===== config.mk =====
export PLATFORM = sky130hd
export DESIGN_NAME = sorted_priority_queue
export DESIGN_NICKNAME = d
export VERILOG_FILES = /design/src/spq_pkg.sv /design/src/spq_cell.sv /design/src/sorted_priority_queue.sv
export SDC_FILE = /design/constraint.sdc
export NUM_CORES = 1
export LEC_CHECK = 0
export BUFFER_PORTS_ARGS = -buffer_cell sky130_fd_sc_hd__buf_4
export CORE_AREA = 2 2 188 328
export DETAILED_ROUTE_END_ITERATION = 6
export DIE_AREA = 0 0 190 330
export HOLD_SLACK_MARGIN = 0.03
export PLACE_DENSITY = 0.66
export SYNTH_ARGS = -nofsm -noshare
export SYNTH_HDL_FRONTEND = slang
export SYNTH_HIERARCHICAL = 1
export SYNTH_SLANG_ARGS = --single-unit

===== constraint.sdc =====
create_clock -name clk -period 8.25 [get_ports clk]
set_clock_uncertainty 0.05 [all_clocks]
set_input_delay 0.825 -clock clk [delete_from_list [all_inputs] [get_ports clk]]
set_output_delay 0.825 -clock clk [all_outputs]
set_load 0.01 [all_outputs]

===== src/spq_pkg.sv =====
`timescale 1ns / 1ps
`default_nettype none
// Shared types and constants for the sorted priority queue.
// Depends on nothing; used by spq_cell and sorted_priority_queue.

package spq_pkg;

    localparam int CAP_W  = 5;
    localparam int BYTE_W = 8;
    localparam int OCC_W  = 5;

    localparam logic [BYTE_W-1:0] CHAR_X = 8'd120;

    typedef enum logic [1:0] {
        ST_OK          = 2'd0,
        ST_NOT_CREATED = 2'd1,
        ST_FULL        = 2'd2,
        ST_EMPTY       = 2'd3
    } status_t;

    // operation broadcast to every cell of the chain
    typedef struct packed {
        logic enq;
        logic deq;
    } cell_ctrl_t;

endpackage

`default_nettype wire


===== src/spq_cell.sv =====
`timescale 1ns / 1ps
`default_nettype none
// One storage cell of the sorted chain: holds a byte and its priority.
// Depends on spq_pkg (cell_ctrl_t, BYTE_W).

module spq_cell #(
    parameter int PRIO_WIDTH = 16
) (
    input  wire                              clk,
    input  wire spq_pkg::cell_ctrl_t         ctrl,
    input  wire                              valid,
    input  wire [spq_pkg::BYTE_W-1:0]        new_byte,
    input  wire signed [PRIO_WIDTH-1:0]      new_prio,
    input  wire                              left_ins,
    input  wire [spq_pkg::BYTE_W-1:0]        left_byte,
    input  wire signed [PRIO_WIDTH-1:0]      left_prio,
    input  wire [spq_pkg::BYTE_W-1:0]        right_byte,
    input  wire signed [PRIO_WIDTH-1:0]      right_prio,
    output logic                             ins,
    output logic [spq_pkg::BYTE_W-1:0]       byte_q,
    output logic signed [PRIO_WIDTH-1:0]     prio_q
);

    logic [spq_pkg::BYTE_W-1:0]   byte_reg, byte_next;
    logic signed [PRIO_WIDTH-1:0] prio_reg, prio_next;

    // an empty cell ranks below any key, so the insert point is the first
    // cell with strictly lower priority or the first empty one
    assign ins = valid ? (new_prio > prio_reg) : 1'b1;

    always_comb
    begin
        byte_next = byte_reg;
        prio_next = prio_reg;
        if (ctrl.deq)
        begin
            // advance towards the front
            byte_next = right_byte;
            prio_next = right_prio;
        end
        else if (ctrl.enq && ins)
        begin
            if (left_ins)
            begin
                byte_next = left_byte;
                prio_next = left_prio;
            end
            else
            begin
                byte_next = new_byte;
                prio_next = new_prio;
            end
        end
    end

    always_ff @(posedge clk)
    begin
        byte_reg <= byte_next;
        prio_reg <= prio_next;
    end

    assign byte_q = byte_reg;
    assign prio_q = prio_reg;

endmodule

`default_nettype wire


===== src/sorted_priority_queue.sv =====
`timescale 1ns / 1ps
`default_nettype none
// Top level of the sorted priority queue: count, capacity and result logic
// around a chain of spq_cell instances. Depends on spq_pkg and spq_cell.
//
//  channel   handshake          payload
//  command   start / busy       action, element, priority_req
//  result    done (strobe)      data_out, status, occupancy
//  config    cfg_we             cfg_data (capacity)
//
// One command per cycle: every cell compares its priority against the key and
// shifts in the same clock, so busy stays low. The result beat appears on the
// cycle after the command is taken and lasts one cycle; it cannot be stalled.
// Reset empties the queue and sets capacity to 16; a capacity write empties
// it as well. Cell contents are not reset.

module sorted_priority_queue #(
    parameter int DEPTH      = 16,
    parameter int PRIO_WIDTH = 16
) (
    input  wire                                clk,
    input  wire                                rst_n,
    input  wire                                start,
    output logic                               busy,
    input  wire                                action,
    input  wire [spq_pkg::BYTE_W-1:0]          element,
    input  wire signed [PRIO_WIDTH-1:0]        priority_req,
    output logic                               done,
    output logic [spq_pkg::BYTE_W-1:0]         data_out,
    output logic [1:0]                         status,
    output logic [spq_pkg::OCC_W-1:0]          occupancy,
    input  wire                                cfg_we,
    input  wire [spq_pkg::CAP_W-1:0]           cfg_data
);

    localparam int CW   = $clog2(DEPTH + 1);
    localparam int CMPW = (CW > spq_pkg::CAP_W) ? CW : spq_pkg::CAP_W;

    logic [CW-1:0]                  count_reg, count_next;
    logic [spq_pkg::CAP_W-1:0]      capacity_reg;
    logic                           done_reg;
    logic [spq_pkg::BYTE_W-1:0]     data_out_reg, data_out_next;
    spq_pkg::status_t               status_reg, status_next;
    logic [spq_pkg::OCC_W-1:0]      occupancy_reg;

    logic [CMPW-1:0]                cap_ext, depth_ext, lim, count_ext, count_next_ext;
    logic                           accept;
    logic                           do_enq, do_deq;
    spq_pkg::cell_ctrl_t            ctrl;

    logic [spq_pkg::BYTE_W-1:0]     cell_byte [DEPTH];
    logic signed [PRIO_WIDTH-1:0]   cell_prio [DEPTH];
    logic [DEPTH-1:0]               cell_ins;

    assign busy   = 1'b0;
    assign accept = start && !busy;

    assign cap_ext   = CMPW'(capacity_reg);
    assign depth_ext = CMPW'(DEPTH);
    assign lim       = (cap_ext > depth_ext) ? depth_ext : cap_ext;
    assign count_ext = CMPW'(count_reg);

    always_comb
    begin
        do_enq        = 1'b0;
        do_deq        = 1'b0;
        count_next    = count_reg;
        data_out_next = '0;
        status_next   = spq_pkg::ST_OK;
        if (lim == '0)
        begin
            status_next   = spq_pkg::ST_NOT_CREATED;
            data_out_next = action ? spq_pkg::CHAR_X : '0;
        end
        else if (action)
        begin
            if (count_reg == '0)
            begin
                status_next   = spq_pkg::ST_EMPTY;
                data_out_next = spq_pkg::CHAR_X;
            end
            else
            begin
                do_deq        = 1'b1;
                data_out_next = cell_byte[0];
                count_next    = count_reg - CW'(1);
            end
        end
        else
        begin
            if (count_ext >= lim)
            begin
                status_next = spq_pkg::ST_FULL;
            end
            else
            begin
                do_enq     = 1'b1;
                count_next = count_reg + CW'(1);
            end
        end
    end

    assign count_next_ext = CMPW'(count_next);

    assign ctrl.enq = accept && do_enq;
    assign ctrl.deq = accept && do_deq;

    genvar gi;
    generate
        for (gi = 0; gi < DEPTH; gi++)
        begin : g_cell
            logic                          l_ins;
            logic [spq_pkg::BYTE_W-1:0]    l_byte, r_byte;
            logic signed [PRIO_WIDTH-1:0]  l_prio, r_prio;
            logic                          valid;

            assign valid = (count_ext > CMPW'(gi));

            if (gi == 0)
            begin : g_head
                assign l_ins  = 1'b0;
                assign l_byte = element;
                assign l_prio = priority_req;
            end
            else
            begin : g_body
                assign l_ins  = cell_ins[gi-1];
                assign l_byte = cell_byte[gi-1];
                assign l_prio = cell_prio[gi-1];
            end

            if (gi == DEPTH - 1)
            begin : g_tail
                assign r_byte = cell_byte[gi];
                assign r_prio = cell_prio[gi];
            end
            else
            begin : g_mid
                assign r_byte = cell_byte[gi+1];
                assign r_prio = cell_prio[gi+1];
            end

            spq_cell #(
                .PRIO_WIDTH (PRIO_WIDTH)
            ) u_cell (
                .clk        (clk),
                .ctrl       (ctrl),
                .valid      (valid),
                .new_byte   (element),
                .new_prio   (priority_req),
                .left_ins   (l_ins),
                .left_byte  (l_byte),
                .left_prio  (l_prio),
                .right_byte (r_byte),
                .right_prio (r_prio),
                .ins        (cell_ins[gi]),
                .byte_q     (cell_byte[gi]),
                .prio_q     (cell_prio[gi])
            );
        end
    endgenerate

    always_ff @(posedge clk or negedge rst_n)
    begin
        if (!rst_n)
        begin
            count_reg    <= '0;
            capacity_reg <= spq_pkg::CAP_W'(16);
            done_reg     <= 1'b0;
        end
        else
        begin
            done_reg <= accept;
            if (cfg_we)
            begin
                // re-create the queue
                capacity_reg <= cfg_data;
                count_reg    <= '0;
            end
            else if (accept)
            begin
                count_reg <= count_next;
            end
        end
    end

    always_ff @(posedge clk)
    begin
        if (accept)
        begin
            data_out_reg  <= data_out_next;
            status_reg    <= status_next;
            occupancy_reg <= count_next_ext[spq_pkg::OCC_W-1:0];
        end
    end

    assign done      = done_reg;
    assign data_out  = data_out_reg;
    assign status    = status_reg;
    assign occupancy = occupancy_reg;

    a_count_in_limit: assert property (@(posedge clk) disable iff (!rst_n)
        count_ext <= lim)
        else $error("entry count above capacity limit");

    a_done_follows_start: assert property (@(posedge clk) disable iff (!rst_n)
        done |-> $past(accept))
        else $error("result beat without a command");

    a_deq_shrinks: assert property (@(posedge clk) disable iff (!rst_n)
        (ctrl.deq && !cfg_we) |=> (count_reg == $past(count_reg) - CW'(1)))
        else $error("dequeue did not drop one entry");

    a_occ_matches: assert property (@(posedge clk) disable iff (!rst_n)
        (accept && !cfg_we) |=> (occupancy == count_ext[spq_pkg::OCC_W-1:0]))
        else $error("reported occupancy differs from entry count");

endmodule

`default_nettype wire

==> impl_results.md, run 1 <==
- Status: complete, no violations
- Number of flip-flops under the largest register name: 256
- Routability Congestion: around 0.87
- CTS Hold Bufs: 1
- Grt ovf: 0
- Synth warn: 6
- Die area: about 0.063 sq mm
- Iteration-0 DRC Markers: 1529
- CTS tree: yes
- Worst hold slack: 0.421 ns
- Hold crit path type: primary input to flip-flop
- Fin nets: between 3000 and 4000
- DR vias: about 21000
- F_max: ~0.21 GHz
- Post-route insts no fill: around 3700
- Net Sw Power: ~2.5 mW
- Slew Viols, Final: 0
- Worst path buffer plus inverter count: 3
- Slowest cell delay on critical path: about 0.72 ns
- Vias in the first global route: around 22000
- Placed insts: ~3600
- Setup violators final: 0
- Switch share: approximately 34%
- CP startpoint kind: flip-flop
- Peak supply drop: 0.146 mV
- First-pass GRT wire length: ~120000 microns
- RR Endpoint: g_cell[5].u_cell/prio_q[6]
- Dpl cell area: 0.0298 sq mm
- Layout cells sized above 1: 8.19%
- Area Overhead vs Synth: 9.20%
- Post CTS Setup Buffer Count: 0
- CP Class: flip-flop to flip-flop
- Comb pwr share: roughly 28%
- Max Cap Viol: 0
- Vias/cell: ~5.7
- Fin. Hold Viols: 0
- Antenna violations before repair: 0
- Design Area, Final: between 0.03 and 0.04 sq mm
- TNS Setup: 0 ns
- H-tree Lvls: 2
- Clock Latency Late Sink: ~0.57 ns
- Reg2reg path depth: 8
- Syn Area/Cell: about 10 sq um
- Clock transition at path regs: about 0.070 ns
- Die Y: about 330 microns
- Total Wirelength: between 70000 and 80000 microns
- CTS Root Buffer Type: clkbuf_16
- Routed Antenna Nets: 0
- Delay-heaviest family, CP: buffers and inverters
- Internal: approximately 5 mW
- Max Root-Sink Buffers: 3
- Number of cells on the critical path: 8
- Crit-path cells: inv_1 > ha_1 > nor4b_4 > a211oi_2 > and2_4 > buf_12 > buf_4 > o21ai_0
- Starting Density: between 40% and 50%
- Clk sinks: between 400 and 500
- Slowest-stage cell, CP: buf_4
- RR Startpoint: count_ext[0]
- Post-cts gate resize count: 0
- Syn Std Cell Area: roughly 0.029 sq mm
- Total CTS buffers: slightly above 40
- Wire length per cell: between 20 and 25 microns
- Critical Path AT: roughly 4.9 ns
- Final period utilization: a little under three fifths
- Clock share of power: about a quarter
- Nature of the critical path endpoint: flip-flop
- Largest net degree at the start of global routing: 270
- Drt first pass iters: 6
- Chip width: 190 microns
- Syn Inst Count: 2881
- Crit path time final: ~4.7 ns
- Row count: roughly 120
- Pwr Density: around 240 mW/mm^2
- IO buf count: between 40 and 50
- Diodes inserted: 0
- Worst hold start: cfg_data[4]
- Critical Path Fanout Max: 269
- Worst slew pin tran: approximately 1.1 ns
- I/O pins: 51
- RSZ-0062 raised after global routing: false
- Critical Path RT: around 8.5 ns
- Sequential Power Share: between 40% and 50%
- Crit path from: count_ext[0]
- Flop2flop setup slack: 3.53 ns
- Drt drc: 0
- DP HPWL: 56100 microns
- Worst Setup EP: g_cell[5].u_cell/prio_q[6]
- Leak: 14.3 nW
- Worst slew margin: 23.3%
- Core area: between 0.06 and 0.07 sq mm
- GRT Total Usage: 24.4%
==> worst min path at each step <==
| stage | end | cells after the start |
|---|---|---|
| finish | cap_ext[4] | 3 |
| global route | cap_ext[4] | 3 |
| CTS | cap_ext[4] | 3 |
| detailed placement | g_cell[13].u_cell/byte_q[2] | 2 |
| global placement | g_cell[14].u_cell/byte_q[2] | 2 |
| floorplan | g_cell[0].u_cell/byte_q[5] | 2 |
==> power by group through the flow <==
stage,clock [mW],sequential (mW),combinational (mW)
after floorplan,0,3.25,1.46
after global placement,0,3.39,2.00
after detailed placement,0,3.41,2.09
after CTS,1.96,3.37,2.10
after global routing,2.02,3.43,2.36
final,1.92,3.37,2.10
==> cell usage in the layout, fill, tap and decap left out, types with 3 or more instances in the layout <==
cell type and instances:
a2111oi_1 15, a21o_1 18, a21oi_1 120, and2_1 6, and3_4 15, buf_4 83
bufinv_16 3, clkbuf_1 11, clkbuf_16 43, clkbuf_8 4, clkinv_1 7, clkinv_2 6
dfrtp_1 10, edfxtp_1 399, ha_1 266, inv_1 326, mux2_2 5, mux2i_1 385
nand2_1 446, nand3_1 19, nand4_1 32, nand4_4 15, nor2_1 69, nor2b_1 17
nor3_1 35, nor4_4 16, o21ai_0 447, o21ai_1 3, o21ai_2 13, o31ai_4 16
==> final cells by class <==
type	count	area [sq um]
Sequential cell	410	12300
Inverter	327	1230
Clock inverter	18	163
Multi-Input combinational cell	2007	14700
Timing Repair Buffer	86	673
Fill cell	5352	28900
Tap cell	786	983
Clock buffer	58	1170
==> layer usage <==
| layer | wire length, microns | global-route usage [%] | vias to the layer above |
|---|---|---|---|
| met2 | 41800 | 47.4 | 515 |
| met4 | 4380 | 13.2 | 0 |
| li1 | - | - | 10300 |
| met3 | 2340 | 2.20 | 186 |
| met1 | 27600 | 25.5 | 10200 |
| met5 | 0 | 0 | - |
==> tightest hold or removal path: cells and delay by family <==
family | cells | cell delay, ns
compound gates | 1 | 0.06
buf+inv | 1 | 0.07
simple gates | 1 | 0.04
==> metrics by stage <==
stage          total power, mW  worst slack [ns]  utilization (%)
5_1_grt                   7.80              3.10             51.9
2_1_floorplan             4.71              3.86                -
3_3_place_gp              5.39              3.91             49.6
4_1_cts                   7.43              3.63             51.9
6_report                  7.38              3.53             51.9
3_5_place_dp              5.50              3.66             49.6
No activity file was read; power rests on OpenSTA's default activity.
==> inputs of run 2 (changes only) <==
--- a/config.mk
+++ b/config.mk
@@ -10,7 +10,7 @@
 export DETAILED_ROUTE_END_ITERATION = 6
 export DIE_AREA = 0 0 190 330
 export HOLD_SLACK_MARGIN = 0.03
-export PLACE_DENSITY = 0.66
+export PLACE_DENSITY = 0.68
 export SYNTH_ARGS = -nofsm -noshare
 export SYNTH_HDL_FRONTEND = slang
 export SYNTH_HIERARCHICAL = 1
==> constraint.sdc (replaced) <==
create_clock -name clk -period 3.98 [get_ports clk]
set_clock_uncertainty 0.05 [all_clocks]
set_input_delay 0.398 -clock clk [delete_from_list [all_inputs] [get_ports clk]]
set_output_delay 0.398 -clock clk [all_outputs]
set_load 0.01 [all_outputs]
==> run 2 against run 1 <==
Clock power grew 95%. Critical path depth is the same. Critical path type unchanged. Power grew 100%. Maximum frequency grew 31%. Global-route usage shrank 1.2 points. Count of clock-buffer cells in the layout shrank 1. Non-clock buffer count grew 21. Sequential cell count is the same. Sequential share of layout area shrank 0.15 points. Core utilization grew 0.19 points. Hold slack lost 0.32 ns. Cell count grew 0.65%. Largest cell class unchanged.
==> impl_results.md, run 2 (synthesis gave the netlist of run 1 again) <==
- Flop2flop setup slack: 0.38 ns (-3.15 ns)
- Largest net degree at the start of global routing: 203 (-25%)
- Drt drc: 0 (unchanged)
- Slew Viols, Final: 0 (unchanged)
- Clock Latency Late Sink: 0.57 ns (about the same)
- Vias/cell: 5.68 (-0.78%)
- Crit path time final: 3.60 ns (-1.12 ns)
- DR vias: 21100 (-0.13%)
- Number of cells on the critical path: 8 (unchanged)
- Number of flip-flops under the largest register name: 256 (unchanged)
- RR Startpoint: count_ext[0]
- Reg2reg path depth: 8 (unchanged)
- Worst hold slack: 0.104 ns (-0.317 ns)
- Pwr Density: 480 mW/mm^2 (+100%)
- Row count: 119 (unchanged)
- IO buf count: 49 (unchanged)
- Post CTS Setup Buffer Count: 0 (unchanged)
- RSZ-0062 raised after global routing: false
- Routability Congestion: 0.909 (+4.9%)
- Final period utilization: 90.5% (+33 points)
- Clk sinks: 410 (unchanged)
- Fin. Hold Viols: 0 (unchanged)
- Setup violators final: 0 (unchanged)
- Dpl cell area: 0.0299 sq mm (+0.46%)
- CTS tree: yes
- Most common cell after layout, fill and taps aside: o21ai_0
- Delay-heaviest family, CP: buffers and inverters
- Slowest-stage cell, CP: dfrtp_1
- Leak: 14.4 nW (+0.47%)
- GRT Total Usage: 23.2% (-1.2 points)
- Routed Antenna Nets: 0 (unchanged)
- Most frequent cells in the layout: 447 x o21ai_0, 446 x nand2_1, 399 x edfxtp_1, 385 x mux2i_1, 326 x inv_1
- Final WS setup: 0.378 ns (-3.15 ns)
- Crit-path cells: inv_1 > ha_1 > nor4b_4 > a211oi_2 > buf_4 > and2_4 > buf_12 > o21ai_0
- Peak supply drop: 0.316 mV (+120%)
- Hold crit path type: primary input to flip-flop
- RR Endpoint: g_cell[3].u_cell/prio_q[6]
- Slowest cell delay on critical path: 0.58 ns (-0.14 ns)
- I/O pins: 51 (unchanged)
- Fillcell total: 5378 (+0.49%)
- Worst slew pin tran: 0.800 ns (-0.345 ns)
- Iteration-0 DRC Markers: 1505 (-1.6%)
- Worst Setup EP: g_cell[3].u_cell/prio_q[6]
- H-tree Lvls: 2 (unchanged)
- Worst slew margin: 46.2% (+23 points)
- Die area: 0.0627 sq mm (unchanged)
- Layout cells sized above 1: 8.47% (+0.28 points)
- Die Y: 330 microns (unchanged)
- Critical Path AT: 3.82 ns (-1.11 ns)
- Max Root-Sink Buffers: 3 (unchanged)
- CP Class: flip-flop to flip-flop
- Clock transition at path regs: 0.06 ns (about the same)
- Total Wirelength: 72500 microns (-4.8%)
- Critical Path Fanout Max: 202 (-25%)
- DP HPWL: 54700 microns (-2.6%)
- Core area: 0.0600 sq mm (unchanged)
- Grt ovf: 0 (unchanged)
- Max Cap Viol: 0 (unchanged)
- Design Area, Final: 0.0312 sq mm (+0.37%)
- TNS Setup: 0 ns (unchanged)
- Status: complete, no violations
- Chip width: 190 microns (unchanged)
- First-pass GRT wire length: 116000 microns (-3.1%)
- CTS Hold Bufs: 6 (+5)
- CTS Root Buffer Type: clkbuf_16
- Fin nets: 3195 (+0.69%)
- Drt first pass iters: 5 (-1)
- Pre-CTS setup slack: 0.452 ns (-3.21 ns)
- Total CTS buffers: 42 (+2.4%)
- Nature of the critical path endpoint: flip-flop
- Crit path from: count_ext[0]
- Area Overhead vs Synth: 9.60%
- Vias in the first global route: 22200 (+2.3%)
- Critical Path RT: 4.20 ns (-4.26 ns)
- CP startpoint kind: flip-flop
- Post-cts gate resize count: 0 (unchanged)
- Worst path buffer plus inverter count: 3 (unchanged)
- Antenna violations before repair: 3 (+3)
- F_max: 0.278 GHz (+31%)
- Wire length per cell: 19.5 microns (-5.4%)
- Starting Density: 47.5% (unchanged)
==> run 2: cell types whose count changed in the layout (fill, tap and decap cells not counted), sizes merged <==
cell,change
clkinv,+5
clkinvlp,-1
dlygate4sd3,+5
diode,+3
bufinv,-3
buf,+16
clkbuf,-1
==> run 2: routing by layer <==
| layer | up-vias | GRT usage [%] | part of all wire, % |
|---|---|---|---|
| li1 | 10300 | - | - |
| met1 | 10000 | 24.3 | 37 |
| met2 | 563 | 44.3 | 54 |
| met4 | 0 | 13.6 | 5.8 |
| met3 | 204 | 2.34 | 3.5 |
| met5 | - | 0 | 0 |
==> run 2: worst min-delay path by stage <==
stage | from | endpoint | slack (ns) | cells after the start
finish | cfg_we | count_ext[2] | 0.10 | 2
global route | start | done | 0.1 | 1
CTS | cfg_we | count_ext[2] | 0.06 | 2
detailed placement | rst_n | done | 0.20 | 1
global placement | rst_n | done | 0.20 | 1
floorplan | rst_n | cap_ext[0] | 0.05 | 0
==> run 2: stage by stage <==
| stage | util (%) | power, mW | std cells |
|---|---|---|---|
| 4_1_cts | 52.1 | 15.1 | 3713 |
| 2_1_floorplan | - | 9.83 | 2882 |
| 3_5_place_dp | 49.9 | 11.3 | 3631 |
| 5_1_grt | 52.1 | 15.9 | 3716 |
| 3_3_place_gp | 49.9 | 11.1 | 3631 |
| 6_report | 52.1 | 15.0 | 3716 |
==> run 2: where the power goes <==
group / internal, mW / leakage (nW) / switching (mW)
logic: 1.64 / 9.85 / 2.69
clock network: 2.06 / 0.616 / 1.68
registers: 6.22 / 3.95 / 0.709
==> run 2: cell type report <==
type	count	area [sq um]	share of cell area [%]
Multi-Input combinational cell	2007	14600	46.9
Sequential cell	410	12300	39.2
Inverter	327	1230	3.93
Clock buffer	57	1170	3.75
Tap cell	786	983	3.15
Timing Repair Buffer	107	868	2.78
Clock inverter	19	83.8	0.268
Antenna cell	3	7.51	0.0240
==> run 2: worst reg2reg max path, cell delays in order (launching register included) <==
cell      delay, ns
dfrtp_1        0.58
inv_1          0.18
ha_1           0.34
nor4b_4        0.18
a211oi_2       0.21
buf_4          0.20
and2_4         0.58
buf_12         0.59
o21ai_0        0.41
==> inputs of run 3 (changes only) <==
--- a/config.mk
+++ b/config.mk
@@ -6,12 +6,11 @@
 export NUM_CORES = 1
 export LEC_CHECK = 0
 export BUFFER_PORTS_ARGS = -buffer_cell sky130_fd_sc_hd__buf_4
-export CORE_AREA = 2 2 188 328
+export CORE_AREA = 2 2 189 330
 export DETAILED_ROUTE_END_ITERATION = 6
-export DIE_AREA = 0 0 190 330
+export DIE_AREA = 0 0 191 332
 export HOLD_SLACK_MARGIN = 0.03
-export PLACE_DENSITY = 0.68
+export PLACE_DENSITY = 0.69
 export SYNTH_ARGS = -nofsm -noshare
 export SYNTH_HDL_FRONTEND = slang
-export SYNTH_HIERARCHICAL = 1
 export SYNTH_SLANG_ARGS = --single-unit
==> run 3 against run 2 <==
Power rose by 37%. Cell area rose by 2.4%. Sequential cell count did not move. Non-clock buffer count rose by 71. Global-route usage rose by 4.9 points. Wire length rose by 24%. Highest routed layer unchanged. Combinational power rose by 95%. First-iteration DRC count rose by 80%.
==> impl_results.md, run 3 <==
- Hold crit path type: primary input to flip-flop
- Most frequent cells in the layout: 399 x edfxtp_1, 291 x o21ai_0, 266 x ha_1, 262 x inv_1, 238 x a21oi_1
- Synth Register Bits: between 400 and 500
- CTS Root Buffer Type: clkbuf_16
- Worst slew margin: 22.8% (-23 points)
- Max Cap Viol: 0 (unchanged)
- Peak supply drop: 0.433 mV (+37%)
- GRT Total Usage: 28.1% (+4.9 points)
- Drt drc: 0 (unchanged)
- Chip width: 191 microns (+0.53%)
- Grt ovf: 0 (unchanged)
- Diodes inserted: 0 (-3)
- Dominant cell by count in the synthesized netlist: edfxtp_1
- Crit-path cells: inv_1 > ha_1 > nand4_1 > nor3_1 > o21ai_0 > a32o_1 > buf_4 > o21ai_2 > buf_4
- Syn Inst Count: 3140 (+9.0%)
- Clk sinks: 410 (unchanged)
- Crit path time final: 3.61 ns (+0.00407 ns)
- Starting Density: 47.6% (+0.12 points)
- Slowest cell delay on critical path: 0.78 ns (+0.20 ns)
- Total Wirelength: 89600 microns (+24%)
- Die Y: 332 microns (+0.61%)
- Syn Std Cell Area: 0.0290 sq mm (+1.6%)
- Drt first pass iters: 6 (+1)
- Layout cells sized above 1: 9.90% (+1.4 points)
- Core area: 0.0608 sq mm (+1.3%)
- F_max: 0.277 GHz (-0.11%)
- Post-synth EDFFs: roughly 400
- CP startpoint kind: flip-flop
- Delay-heaviest family, CP: simple AND/OR/NAND/NOR gates
- First-pass GRT wire length: 139000 microns (+20%)
- Synth warn: 0 (-6)
- Top cells by area, synth: edfxtp_1 41%, ha_1 11%, o21ai_0 5.2%
- Iteration-0 DRC Markers: 2704 (+80%)
- Top_reg_cell synth: edfxtp_1
- Yosys cell types: 79
- RSZ-0062 raised after global routing: false
- Leading area contributor after synthesis: edfxtp_1
- Critical Path Fanout Max: 24 (-88%)
- Routability Congestion: 0.924 (+1.6%)
- Post CTS Setup Buffer Count: 0 (unchanged)
- Antenna violations before repair: 0 (-3)
- Row count: 120 (+0.84%)
- Largest net degree at the start of global routing: 115 (-43%)
- Fin nets: 3409 (+6.7%)
- DR vias: 25000 (+18%)
- Fin. Hold Viols: 0 (unchanged)
- I/O pins: 51 (unchanged)
- Placed insts: 3852 (+6.1%)
- Clock transition at path regs: 0.06 ns (about the same)
- Clock Latency Late Sink: 0.59 ns (+0.02 ns)
- Synth top cells by count: 399 x edfxtp_1, 300 x o21ai_0, 266 x ha_1, 262 x inv_1, 239 x a21oi_1
- H-tree Lvls: 2 (unchanged)
- Vias in the first global route: 25400 (+15%)
- Routed Antenna Nets: 0 (unchanged)
- Critical Path AT: 3.78 ns (-0.04 ns)
- Setup violators final: 0 (unchanged)
- Most common cell after layout, fill and taps aside: edfxtp_1
- Share of the synthesized area in the top cell type: between 40% and 50%
- Post-route insts no fill: 3933 (+5.8%)
- Nature of the critical path endpoint: flip-flop
- Core Util, Final: 52.6% (+0.55 points)
- Pre-CTS setup slack: -0.0830 ns (-0.535 ns)
- IO buf count: 49 (unchanged)
- Pwr Density: 640 mW/mm^2 (+33%)
- DP HPWL: 66900 microns (+22%)
- Post-synthesis async set-or-reset flop share: 2.68%
- Post-synthesis sequential area ratio: a little over two fifths
- Syn Nets: about 3400
- CP Class: flip-flop to flip-flop
- Area Overhead vs Synth: 10.5%
- Slowest-stage cell, CP: nor3_1
- Syn Area/Cell: 9.22 sq um (-6.8%)
- CTS tree: yes
- Worst path buffer plus inverter count: 3 (unchanged)
- Leak: 12.9 nW (-11%)
- Number of flip-flops under the largest register name: 256 (unchanged)
- Vias/cell: 6.35 (+12%)
- Slew Viols, Final: 0 (unchanged)
- Worst slew pin tran: 1.16 ns (+0.358 ns)
- Total CTS buffers: 41 (-2.4%)
- Die area: 0.0634 sq mm (+1.1%)
- Status: complete, no violations
- Max Root-Sink Buffers: 3 (unchanged)
- Cell repeated most along the worst path: buf_4
- Critical Path RT: 4.16 ns (-0.04 ns)
- Final period utilization: 90.6% (+0.10 points)
- Final WS setup: 0.374 ns (-0.00407 ns)
- Wire length per cell: 22.8 microns (+17%)
-- run 3: metal layers --
| layer | wire, microns | GRT usage [%] | up-vias |
|---|---|---|---|
| li1 | - | - | 11500 |
| met1 | 30200 | 28.4 | 11900 |
| met2 | 47000 | 50.8 | 1137 |
| met3 | 4650 | 3.58 | 395 |
| met4 | 7730 | 22.8 | 0 |
| met5 | 0 | 0 | - |
-- run 3: final cells by class --
cell class / instances / area [sq um]
sequential: 410 / 12300
clock inverter: 24 / 219
fill: 5415 / 28800
tap: 793 / 992
timing repair buffer: 178 / 1580
multi-input combinational: 2216 / 14800
inverter: 262 / 983
clock buffer: 50 / 1120
-- run 3: cell families after synthesis --
family | count (synthesis) | synth area share, %
AO/OA/AOI/OAI | 967 | 20.4
AND/OR/NAND/NOR | 827 | 13.3
buffers and inverters | 514 | 6.96
flip-flops | 410 | 42.3
adder cells (fa/ha/maj) | 266 | 11.5
multiplexers | 153 | 5.42
XOR/XNOR | 2 | 0.0605
other | 1 | 0.0129
-- run 3: path summary, 6_finish.rpt --
check	start	endpoint	cells after the start	slack (ns)
setup / recovery	g_cell[9].u_cell.prio_q[15]	g_cell[9].u_cell.prio_q[10]	9	0.37
hold / removal	start	done	1	0.06
setup reg to reg	g_cell[9].u_cell.prio_q[15]	g_cell[9].u_cell.prio_q[10]	9	0.37
hold reg to reg	g_cell[15].u_cell.byte_q[5]	g_cell[14].u_cell.byte_q[5]	2	0.48
max in group asynchronous	rst_n	cap_ext[4]	2	3.49
min in group asynchronous	rst_n	count_ext[2]	2	0.16
-- run 3: what timing repair did --
item,CTS,global route
gates resized for setup,0,0
hold endpoints to repair,21,0
hold buffers,7,0
-- run 3: report_power, final --
part           switching (mW)  total [mW]  leakage, nW  internal, mW
sequential              0.962        7.95         3.94          6.99
combinational            5.36        8.46         8.25          3.10
clock                    1.80        4.07        0.659          2.27
-- run 3: worst reg2reg max path: stages (launching register included) --
cell and delay [ns]:
edfxtp_1 0.40, inv_1 0.09, ha_1 0.30, nand4_1 0.32, nor3_1 0.78, o21ai_0 0.21
a32o_1 0.29, buf_4 0.23, o21ai_2 0.17, buf_4 0.40
-- run 3: through the flow --
step	TNS (ns)	hold slack, ns	cell area, sq um	power (mW)
floorplan	0	0.0524	29000	13.3
global placement	0	0.193	30600	15.9
detailed placement	-1.85	0.195	30600	16.3
CTS	0	0.0310	32000	20.4
global route	0	0.0488	32000	21.7
finish	0	0.0563	32000	20.5
